<file path="config.mk">
export PLATFORM = sky130hd
export DESIGN_NAME = date_key_exchange_sort_unit
export DESIGN_NICKNAME = d
export VERILOG_FILES = /design/src/rtl/dkes_pkg.sv /design/src/rtl/dkes_ram.sv /design/src/rtl/dkes_ctrl.sv /design/src/rtl/dkes_dpath.sv /design/src/rtl/date_key_exchange_sort_unit.sv
export SDC_FILE = /design/constraint.sdc
export NUM_CORES = 2
export LEC_CHECK = 0
export BUFFER_PORTS_ARGS = -buffer_cell sky130_fd_sc_hd__buf_2
export CAP_MARGIN = 40
export CORE_UTILIZATION = 57
export DETAILED_ROUTE_END_ITERATION = 10
export PLACE_DENSITY = 0.78
export SLEW_MARGIN = 15
export SYNTH_ARGS = -nofsm -noshare
export SYNTH_HDL_FRONTEND = slang
export SYNTH_SLANG_ARGS = --single-unit
</file>
<file path="constraint.sdc">
create_clock -name clk_i -period 6 [get_ports clk_i]
set_input_delay 0.3 -clock clk_i [delete_from_list [all_inputs] [get_ports clk_i]]
set_output_delay 0.3 -clock clk_i [all_outputs]
set_load 0.02 [all_outputs]
</file>
<file path="src/rtl/dkes_pkg.sv">
`default_nettype none

package dkes_pkg;

  localparam int unsigned YEAR_W  = 14;
  localparam int unsigned MONTH_W = 4;
  localparam int unsigned DAY_W   = 5;
  localparam int unsigned TAG_W   = 7;

  typedef struct packed {
    logic [YEAR_W-1:0]  birth_year;
    logic [MONTH_W-1:0] birth_month;
    logic [DAY_W-1:0]   birth_day;
    logic               last_entry;
  } in_item_t;

  typedef struct packed {
    logic [TAG_W-1:0]   entry_tag;
    logic [YEAR_W-1:0]  out_year;
    logic [MONTH_W-1:0] out_month;
    logic [DAY_W-1:0]   out_day;
    logic               last_result;
  } out_item_t;

  // one stored entry: date first so the packed value orders by date
  typedef struct packed {
    logic [YEAR_W-1:0]  year;
    logic [MONTH_W-1:0] month;
    logic [DAY_W-1:0]   day;
    logic [TAG_W-1:0]   tag;
  } entry_t;

  localparam int unsigned ENTRY_W = $bits(entry_t);

  typedef enum logic [3:0] {
    ST_LOAD,
    ST_START,
    ST_RD_I,
    ST_LD_I,
    ST_CMP,
    ST_WB,
    ST_EM_RD,
    ST_EM_LD,
    ST_EM_HOLD
  } state_e;

  typedef enum logic [1:0] {
    RD_I,
    RD_J_FIRST,
    RD_J_NEXT,
    RD_K
  } rd_sel_e;

  typedef enum logic [1:0] {
    WR_LOAD,
    WR_J,
    WR_I
  } wr_sel_e;

  typedef struct packed {
    logic    cnt_inc;
    logic    cnt_clr;
    logic    idx_clr;
    logic    i_inc;
    logic    j_first;
    logic    j_next;
    logic    k_inc;
    logic    rd_en;
    rd_sel_e rd_sel;
    logic    wr_en;
    wr_sel_e wr_sel;
    logic    cur_ld;
    logic    out_ld;
    logic    out_take;
  } ctrl_cmd_t;

  typedef struct packed {
    logic full;
    logic one_entry;
    logic last_i;
    logic last_j;
    logic last_k;
    logic swap;
  } ctrl_status_t;

endpackage

`default_nettype wire

</file>
<file path="src/rtl/dkes_ram.sv">
`default_nettype none

module dkes_ram #(
  parameter int unsigned WIDTH = 8,
  parameter int unsigned DEPTH = 16,
  localparam int unsigned AW = (DEPTH > 1) ? $clog2(DEPTH) : 1
) (
  input  wire logic             clk_i,
  input  wire logic             we_i,
  input  wire logic [AW-1:0]    waddr_i,
  input  wire logic [WIDTH-1:0] wdata_i,
  input  wire logic             re_i,
  input  wire logic [AW-1:0]    raddr_i,
  output logic      [WIDTH-1:0] rdata_o
);

  logic [WIDTH-1:0] mem_q [DEPTH];
  logic [WIDTH-1:0] rdata_q;

  always_ff @(posedge clk_i) begin
    if (we_i) begin
      mem_q[waddr_i] <= wdata_i;
    end
    if (re_i) begin
      rdata_q <= mem_q[raddr_i];
    end
  end

  assign rdata_o = rdata_q;

endmodule

`default_nettype wire

</file>
<file path="src/rtl/dkes_ctrl.sv">
`default_nettype none

module dkes_ctrl
  import dkes_pkg::*;
(
  input  wire logic         clk_i,
  input  wire logic         rst_ni,
  input  wire logic         in_valid_i,
  input  wire logic         in_last_i,
  output logic              in_stall_o,
  input  wire logic         out_stall_i,
  input  wire ctrl_status_t status_i,
  output ctrl_cmd_t         cmd_o
);

  state_e state_q, state_d;

  always_ff @(posedge clk_i or negedge rst_ni) begin
    if (!rst_ni) begin
      state_q <= ST_LOAD;
    end else begin
      state_q <= state_d;
    end
  end

  always_comb begin
    state_d         = state_q;
    in_stall_o      = 1'b1;
    cmd_o.cnt_inc   = 1'b0;
    cmd_o.cnt_clr   = 1'b0;
    cmd_o.idx_clr   = 1'b0;
    cmd_o.i_inc     = 1'b0;
    cmd_o.j_first   = 1'b0;
    cmd_o.j_next    = 1'b0;
    cmd_o.k_inc     = 1'b0;
    cmd_o.rd_en     = 1'b0;
    cmd_o.rd_sel    = RD_I;
    cmd_o.wr_en     = 1'b0;
    cmd_o.wr_sel    = WR_LOAD;
    cmd_o.cur_ld    = 1'b0;
    cmd_o.out_ld    = 1'b0;
    cmd_o.out_take  = 1'b0;

    unique case (state_q)
      ST_LOAD: begin
        in_stall_o = 1'b0;
        if (in_valid_i) begin
          // a full store drops the item but a last mark still counts
          cmd_o.cnt_inc = !status_i.full;
          cmd_o.wr_en   = !status_i.full;
          cmd_o.wr_sel  = WR_LOAD;
          if (in_last_i) begin
            cmd_o.idx_clr = 1'b1;
            state_d       = ST_START;
          end
        end
      end
      ST_START: begin
        state_d = status_i.one_entry ? ST_EM_RD : ST_RD_I;
      end
      ST_RD_I: begin
        cmd_o.rd_en  = 1'b1;
        cmd_o.rd_sel = RD_I;
        state_d      = ST_LD_I;
      end
      ST_LD_I: begin
        cmd_o.cur_ld  = 1'b1;
        cmd_o.rd_en   = 1'b1;
        cmd_o.rd_sel  = RD_J_FIRST;
        cmd_o.j_first = 1'b1;
        state_d       = ST_CMP;
      end
      ST_CMP: begin
        // held entry goes to slot j, slot j's entry becomes the held one
        if (status_i.swap) begin
          cmd_o.wr_en  = 1'b1;
          cmd_o.wr_sel = WR_J;
          cmd_o.cur_ld = 1'b1;
        end
        if (status_i.last_j) begin
          state_d = ST_WB;
        end else begin
          cmd_o.rd_en  = 1'b1;
          cmd_o.rd_sel = RD_J_NEXT;
          cmd_o.j_next = 1'b1;
        end
      end
      ST_WB: begin
        cmd_o.wr_en  = 1'b1;
        cmd_o.wr_sel = WR_I;
        if (status_i.last_i) begin
          state_d = ST_EM_RD;
        end else begin
          cmd_o.i_inc = 1'b1;
          state_d     = ST_RD_I;
        end
      end
      ST_EM_RD: begin
        cmd_o.rd_en  = 1'b1;
        cmd_o.rd_sel = RD_K;
        state_d      = ST_EM_LD;
      end
      ST_EM_LD: begin
        cmd_o.out_ld = 1'b1;
        state_d      = ST_EM_HOLD;
      end
      ST_EM_HOLD: begin
        if (!out_stall_i) begin
          cmd_o.out_take = 1'b1;
          if (status_i.last_k) begin
            cmd_o.cnt_clr = 1'b1;
            state_d       = ST_LOAD;
          end else begin
            cmd_o.k_inc = 1'b1;
            state_d     = ST_EM_RD;
          end
        end
      end
      default: begin
        state_d = ST_LOAD;
      end
    endcase
  end

endmodule

`default_nettype wire

</file>
<file path="src/rtl/dkes_dpath.sv">
`default_nettype none

module dkes_dpath
  import dkes_pkg::*;
#(
  parameter int unsigned MAX_ENTRIES = 64,
  localparam int unsigned IW = (MAX_ENTRIES > 1) ? $clog2(MAX_ENTRIES) : 1,
  localparam int unsigned CW = $clog2(MAX_ENTRIES + 1)
) (
  input  wire logic         clk_i,
  input  wire logic         rst_ni,
  input  wire in_item_t     in_item_i,
  input  wire ctrl_cmd_t    cmd_i,
  output ctrl_status_t      status_o,
  output logic              out_valid_o,
  output out_item_t         out_item_o
);

  logic [CW-1:0] cnt_q, cnt_m1;
  logic [IW-1:0] i_q, j_q, k_q;
  entry_t        cur_q;
  out_item_t     out_q;
  logic          out_valid_q;

  logic [IW-1:0]      raddr, waddr;
  logic [ENTRY_W-1:0] wdata, rdata;
  entry_t             rd_entry, new_entry;

  assign cnt_m1   = cnt_q - CW'(1);
  assign rd_entry = entry_t'(rdata);

  always_comb begin
    new_entry.year  = in_item_i.birth_year;
    new_entry.month = in_item_i.birth_month;
    new_entry.day   = in_item_i.birth_day;
    new_entry.tag   = TAG_W'({1'b0, cnt_q} + (CW + 1)'(1));
  end

  always_comb begin
    case (cmd_i.rd_sel)
      RD_I:       raddr = i_q;
      RD_J_FIRST: raddr = IW'(i_q + IW'(1));
      RD_J_NEXT:  raddr = IW'(j_q + IW'(1));
      RD_K:       raddr = k_q;
      default:    raddr = k_q;
    endcase
  end

  always_comb begin
    case (cmd_i.wr_sel)
      WR_LOAD: begin
        waddr = IW'(cnt_q);
        wdata = new_entry;
      end
      WR_J: begin
        waddr = j_q;
        wdata = cur_q;
      end
      WR_I: begin
        waddr = i_q;
        wdata = cur_q;
      end
      default: begin
        waddr = i_q;
        wdata = cur_q;
      end
    endcase
  end

  dkes_ram #(
    .WIDTH(ENTRY_W),
    .DEPTH(MAX_ENTRIES)
  ) u_store (
    .clk_i   (clk_i),
    .we_i    (cmd_i.wr_en),
    .waddr_i (waddr),
    .wdata_i (wdata),
    .re_i    (cmd_i.rd_en),
    .raddr_i (raddr),
    .rdata_o (rdata)
  );

  always_ff @(posedge clk_i or negedge rst_ni) begin
    if (!rst_ni) begin
      cnt_q       <= '0;
      i_q         <= '0;
      j_q         <= '0;
      k_q         <= '0;
      out_valid_q <= 1'b0;
    end else begin
      if (cmd_i.cnt_clr) begin
        cnt_q <= '0;
      end else if (cmd_i.cnt_inc) begin
        cnt_q <= cnt_q + CW'(1);
      end
      if (cmd_i.idx_clr) begin
        i_q <= '0;
        k_q <= '0;
      end else begin
        if (cmd_i.i_inc) begin
          i_q <= IW'(i_q + IW'(1));
        end
        if (cmd_i.k_inc) begin
          k_q <= IW'(k_q + IW'(1));
        end
      end
      if (cmd_i.j_first) begin
        j_q <= IW'(i_q + IW'(1));
      end else if (cmd_i.j_next) begin
        j_q <= IW'(j_q + IW'(1));
      end
      if (cmd_i.out_ld) begin
        out_valid_q <= 1'b1;
      end else if (cmd_i.out_take) begin
        out_valid_q <= 1'b0;
      end
    end
  end

  always_ff @(posedge clk_i) begin
    if (cmd_i.cur_ld) begin
      cur_q <= rd_entry;
    end
    if (cmd_i.out_ld) begin
      out_q.entry_tag   <= rd_entry.tag;
      out_q.out_year    <= rd_entry.year;
      out_q.out_month   <= rd_entry.month;
      out_q.out_day     <= rd_entry.day;
      out_q.last_result <= status_o.last_k;
    end
  end

  always_comb begin
    status_o.full      = (cnt_q == CW'(MAX_ENTRIES));
    status_o.one_entry = (cnt_q == CW'(1));
    status_o.last_i    = (CW'(i_q) == CW'(cnt_m1 - CW'(1)));
    status_o.last_j    = (CW'(j_q) == cnt_m1);
    status_o.last_k    = (CW'(k_q) == cnt_m1);
    // packed date order is year, then month, then day
    status_o.swap      = {cur_q.year, cur_q.month, cur_q.day} >
                         {rd_entry.year, rd_entry.month, rd_entry.day};
  end

  assign out_valid_o = out_valid_q;
  assign out_item_o  = out_q;

endmodule

`default_nettype wire

</file>
<file path="src/rtl/date_key_exchange_sort_unit.sv">
// date exchange sort unit
// input channel (in_valid_i / in_stall_o / in_item_i): one date per item, taken
// one per cycle while loading. each stored item gets its arrival number as tag.
// items beyond MAX_ENTRIES are dropped; an item with last_entry set (stored or
// not) closes the set and starts the sort, input stays stalled until the
// whole sorted run has been delivered.
// sort: one held entry register against a single-read, single-write store.
// each outer pass loads slot i into the held register, compares it with every
// later slot (swapping when the held date is later) and writes it back to i.
// output channel (out_valid_o / out_stall_i / out_item_o): n items in sorted
// order from a registered output, last_result set on the final one. each item
// is read from the store, loaded into the register and handed off before the
// next is read; while the receiver stalls, the item holds and the unit waits.
// reset (rst_ni low, asynchronous) empties the store and returns to loading;
// the store contents themselves are not cleared.
`default_nettype none

module date_key_exchange_sort_unit
  import dkes_pkg::*;
#(
  parameter int unsigned MAX_ENTRIES = 64
) (
  input  wire logic     clk_i,
  input  wire logic     rst_ni,
  input  wire logic     in_valid_i,
  output logic          in_stall_o,
  input  wire in_item_t in_item_i,
  output logic          out_valid_o,
  input  wire logic     out_stall_i,
  output out_item_t     out_item_o
);

  ctrl_cmd_t    cmd;
  ctrl_status_t status;

  dkes_ctrl u_ctrl (
    .clk_i       (clk_i),
    .rst_ni      (rst_ni),
    .in_valid_i  (in_valid_i),
    .in_last_i   (in_item_i.last_entry),
    .in_stall_o  (in_stall_o),
    .out_stall_i (out_stall_i),
    .status_i    (status),
    .cmd_o       (cmd)
  );

  dkes_dpath #(
    .MAX_ENTRIES(MAX_ENTRIES)
  ) u_dpath (
    .clk_i       (clk_i),
    .rst_ni      (rst_ni),
    .in_item_i   (in_item_i),
    .cmd_i       (cmd),
    .status_o    (status),
    .out_valid_o (out_valid_o),
    .out_item_o  (out_item_o)
  );

endmodule

`default_nettype wire
</file>
==> reports/results.tsv <==
stage	metric	value	unit
finish	commonest non-fill, non-tap cell in the layout	edfxtp_1	
setup_path	CP delay by family, top	compound AO/OA/AOI/OAI gates	
logic_synthesis	Cell Area, Synth	79000	µm²
clock_tree	CTS-repair resized insts	0	
power_and_ir_drop	peak supply drop	0.296	mV
sta	Max Fclk	185	MHz
setup_path	critical path type	flip-flop to flip-flop	
power_and_ir_drop	Switching Share	19.7	%
detailed_routing	wire per inst	35.2	µm
grt	initial antenna violation count	18	
sta	Least-Margin Pin Slew	926	ps
grt	largest net degree at the start of global routing	120	
logic_synthesis	Post-synth EDFFs	2011	
finish	Nets	4169	
placement	gpl congestion	0.887	
logic_synthesis	Post-synth ARST share	1.47	%
grt	first-pass GRT wire length	302	mm
logic_synthesis	Yosys Warn Count	0	
logic_synthesis	ys flop type	edfxtp_1	
sta	Final setup viols	0	
sta	RSZ-0062 raised after global routing	false	
finish	fin util	65.5	%
finish	fillers	8392	
power_and_ir_drop	Leak Pwr	28.8	nW
finish	most frequent cells in the layout	edfxtp_1, mux4_2, nand2_1	
logic_synthesis	post-synth top area cell	edfxtp_1	
clock_tree	Max clock buf depth	3	
sta	setup TNS	0	ps
setup_path	Data required, critical path	6560	ps
grt	vias in the first global route	42300	
power_and_ir_drop	Flop pwr share	56.9	%
power_and_ir_drop	Comb pwr share	0.6	%
logic_synthesis	FF+latch count, synth	2041	
finish	layout cell share with drive strength beyond 1	27.4	%
die	row cnt	136	
die	core area	137000	µm²
power_and_ir_drop	Pwr per Cell Area	303	nW/µm²
setup_path	CP max-delay cell	o211a_4	
clock_tree	CTS H-tree lvls	4	
clock_tree	Clock Latency Late Sink	830	ps
detailed_routing	number of vias in the routed layout	42100	
die	Die Y	374	µm
grt	GRT Residual Overflow	0	
finish	Layout area overhead	14.1	%
grt	GRT busiest layer	met2	
clock_tree	Inserted Clock Buffers	192	
run	max-cap violation count	0	
clock_tree	CTS tree	yes	
sta	Clock Skew	34.4	ps
logic_synthesis	register area share after synthesis	77.4	%
setup_path	CP Launch Type	flip-flop	
sta	slew margin rel.	38.0	%
sta	final hold vios	0	
power_and_ir_drop	Clock Power Share	42.4	%
clock_tree	Post-CTS Setup Inserts	0	
sta	Final Critical Period	5410	ps
grt	overall routing resource usage	30.7	%
logic_synthesis	Synth area leaders	edfxtp_1, mux4_2, nand2_1	
setup_path	Worst Path Buf+Inv	4	
setup_path	critical path arrival	5970	ps
clock_tree	clk root buf	clkbuf_16	
detailed_routing	DRT antenna net count	0	
placement	HPWL after DPL	123	mm
setup_path	slowest stage delay, CP	630	ps
detailed_routing	DRT Pass-1 Iters	5	
grt	met1 usage	40.2	%
logic_synthesis	synthesized instance count	3798	
clock_tree	Reg clk slew, reported paths	60	ps
power_and_ir_drop	Psw	0.00538	W
detailed_routing	# DRC	0	
detailed_routing	Detailed Route WL	213	mm
logic_synthesis	Synth Net Count	3858	
grt	grt met2 use	48.1	%
clock_tree	# clock sinks	2041	
detailed_routing	drt first-iter violations	6629	
setup_path	CP max FO	29	
setup_path	CP Capture Type	flip-flop	
status	status	finished clean	
grt	met3 Usage GRT	8.84	%
logic_synthesis	mean post-synth cell area	20.8	µm²
setup_path	critical-path cell list	inv_1 > ha_1 > or3b_1 > a21oi_1 > o311ai_2 > a311oi_2 > o211a_4 > buf_12 > buf_12 > buf_4 > mux4_2 > a22oi_1 > a21oi_1 > or4_1	
sta	period utilization	90.2	%
sta	final count of pins violating max slew	0	
die	chip width	374	µm
logic_synthesis	count of different cell masters after synthesis	65	
die	die area	140000	µm²
logic_synthesis	area share of the largest cell type after synthesis	76.5	%
detailed_routing	routed vias/inst	6.95	
power_and_ir_drop	internal cell power	0.0219	W
die	Initial Utilization	57.4	%
die	Top Ports	61	
placement	number of I/O port buffers	60	
min_path	Hold WC Path Type	input port to asynchronous set/reset pin	
layout make-up:
cell class | instances | area, µm² | share of cell area [%]
tap | 1794 | 2240 | 2.49
multi-input combinational | 1508 | 17400 | 19.3
sequential | 2041 | 61100 | 67.9
timing repair buffer | 330 | 3200 | 3.56
clock inverter | 108 | 948 | 1.05
antenna | 4 | 10.0 | 0.0111
clock buffer | 235 | 4980 | 5.53
inverter | 36 | 135 | 0.150
timing repair:
item	4_1_cts	5_1_grt
endpoints found under the setup margin	0	0
endpoints found under the hold margin	46	0
hold buffers	6	0
flip-flops by register name, summed over array words and instances, names as in the netlist, 4 cells and up:
register,count
u_ctrl.state_q,4
u_dpath.cnt_q,7
u_dpath.cur_q,30
u_dpath.i_q,6
u_dpath.j_q,6
u_dpath.k_q,6
u_dpath.out_item_o,31
u_dpath.u_store.mem_q,1920
u_dpath.u_store.rdata_o,30
layer usage:
layer / part of all wire (%) / wire, µm
met3: 14 / 29800
met2: 47 / 101000
met1: 34 / 71800
met5: 0.044 / 93
met4: 5.1 / 10900
cells by family (layout without fill, tap and decap cells):
family,count (synthesis),in the layout,share of synthesized area (%)
AO/OA/AOI/OAI,376,376,3.28
XOR/XNOR,50,50,0.590
other,0,4,0
adder cells (fa/ha/maj),32,32,0.507
flip-flops,2041,2041,77.4
buffers and inverters,249,709,1.41
multiplexers,486,486,13.6
AND/OR/NAND/NOR,564,564,3.18
power groups by stage:
stage                     clock (W)  sequential (W)  combinational [W]
after floorplan                   0          0.0158          0.0000565
after global placement            0          0.0158           0.000145
after detailed placement          0          0.0158           0.000163
after CTS                    0.0116          0.0155           0.000166
after global routing         0.0122          0.0155           0.000177
final                        0.0116          0.0155           0.000173
worst reg2reg max path, stage by stage, from the launching register on:
cell and delay [ps]:
dfrtp_1 410, inv_1 200, ha_1 290, or3b_1 410, a21oi_1 170, o311ai_2 160, a311oi_2 500, o211a_4 630
buf_12 310, buf_12 290, buf_4 280, mux4_2 530, a22oi_1 250, a21oi_1 260, or4_1 460
cell usage after synthesis, types with 3 or more instances:
library cell	count
edfxtp_1	2011
mux4_2	469
nand2_1	317
a22oi_1	147
clkbuf_1	111
nor2_1	107
a31oi_1	88
buf_2	59
a21oi_1	54
inv_1	36
xnor2_1	34
ha_1	32
dfrtp_1	30
or4_1	30
nand3_1	29
buf_1	26
o21ai_0	23
nor3_1	16
mux2i_1	15
nand4_1	14
xor2_1	14
buf_6	12
a21o_1	10
a32oi_1	8
or3_1	8
nand2b_1	7
a211oi_1	6
a311oi_1	6
nor2b_1	6
nor4_1	5
a211o_1	4
a311o_1	4
and2_1	4
buf_4	4
nand4b_1	4
o21a_1	4
nor4bb_1	3
o211ai_1	3
or2_2	3
per-stage QoR:
step / total power (W) / hold slack (ps) / cells / setup slack (ps) / instance area, µm²
2_1_floorplan: 0.0159 / 4.41 / 3798 / 133 / 79000
5_1_grt: 0.0279 / 117 / 6052 / 311 / 90100
6_report: 0.0273 / 87.1 / 6056 / 589 / 90100
3_3_place_gp: 0.0160 / 392 / 5682 / 784 / 83700
3_5_place_dp: 0.0160 / 400 / 5700 / 770 / 84000
4_1_cts: 0.0274 / 49.0 / 6049 / 652 / 90000
worst paths after layout:
| path | end | cells past startpoint | start | slack, ps |
|---|---|---|---|---|
| max | u_dpath.u_store.rdata_o[25] | 14 | u_dpath.cnt_q[1] | 590 |
| min | u_dpath.cnt_q[6] | 2 | rst_ni | 90 |
| max reg2reg | u_dpath.u_store.rdata_o[25] | 14 | u_dpath.cnt_q[1] | 590 |
| min reg2reg | u_dpath.out_item_o[2] | 0 | u_dpath.u_store.rdata_o[8] | 500 |
| max in group asynchronous | u_dpath.i_q[3] | 2 | rst_ni | 5430 |
| min in group clk_i | u_dpath.u_store.mem_q[30][7] | 4 | in_item_i[1] | 190 |
Note: power is estimated with default switching activity, not from simulation.
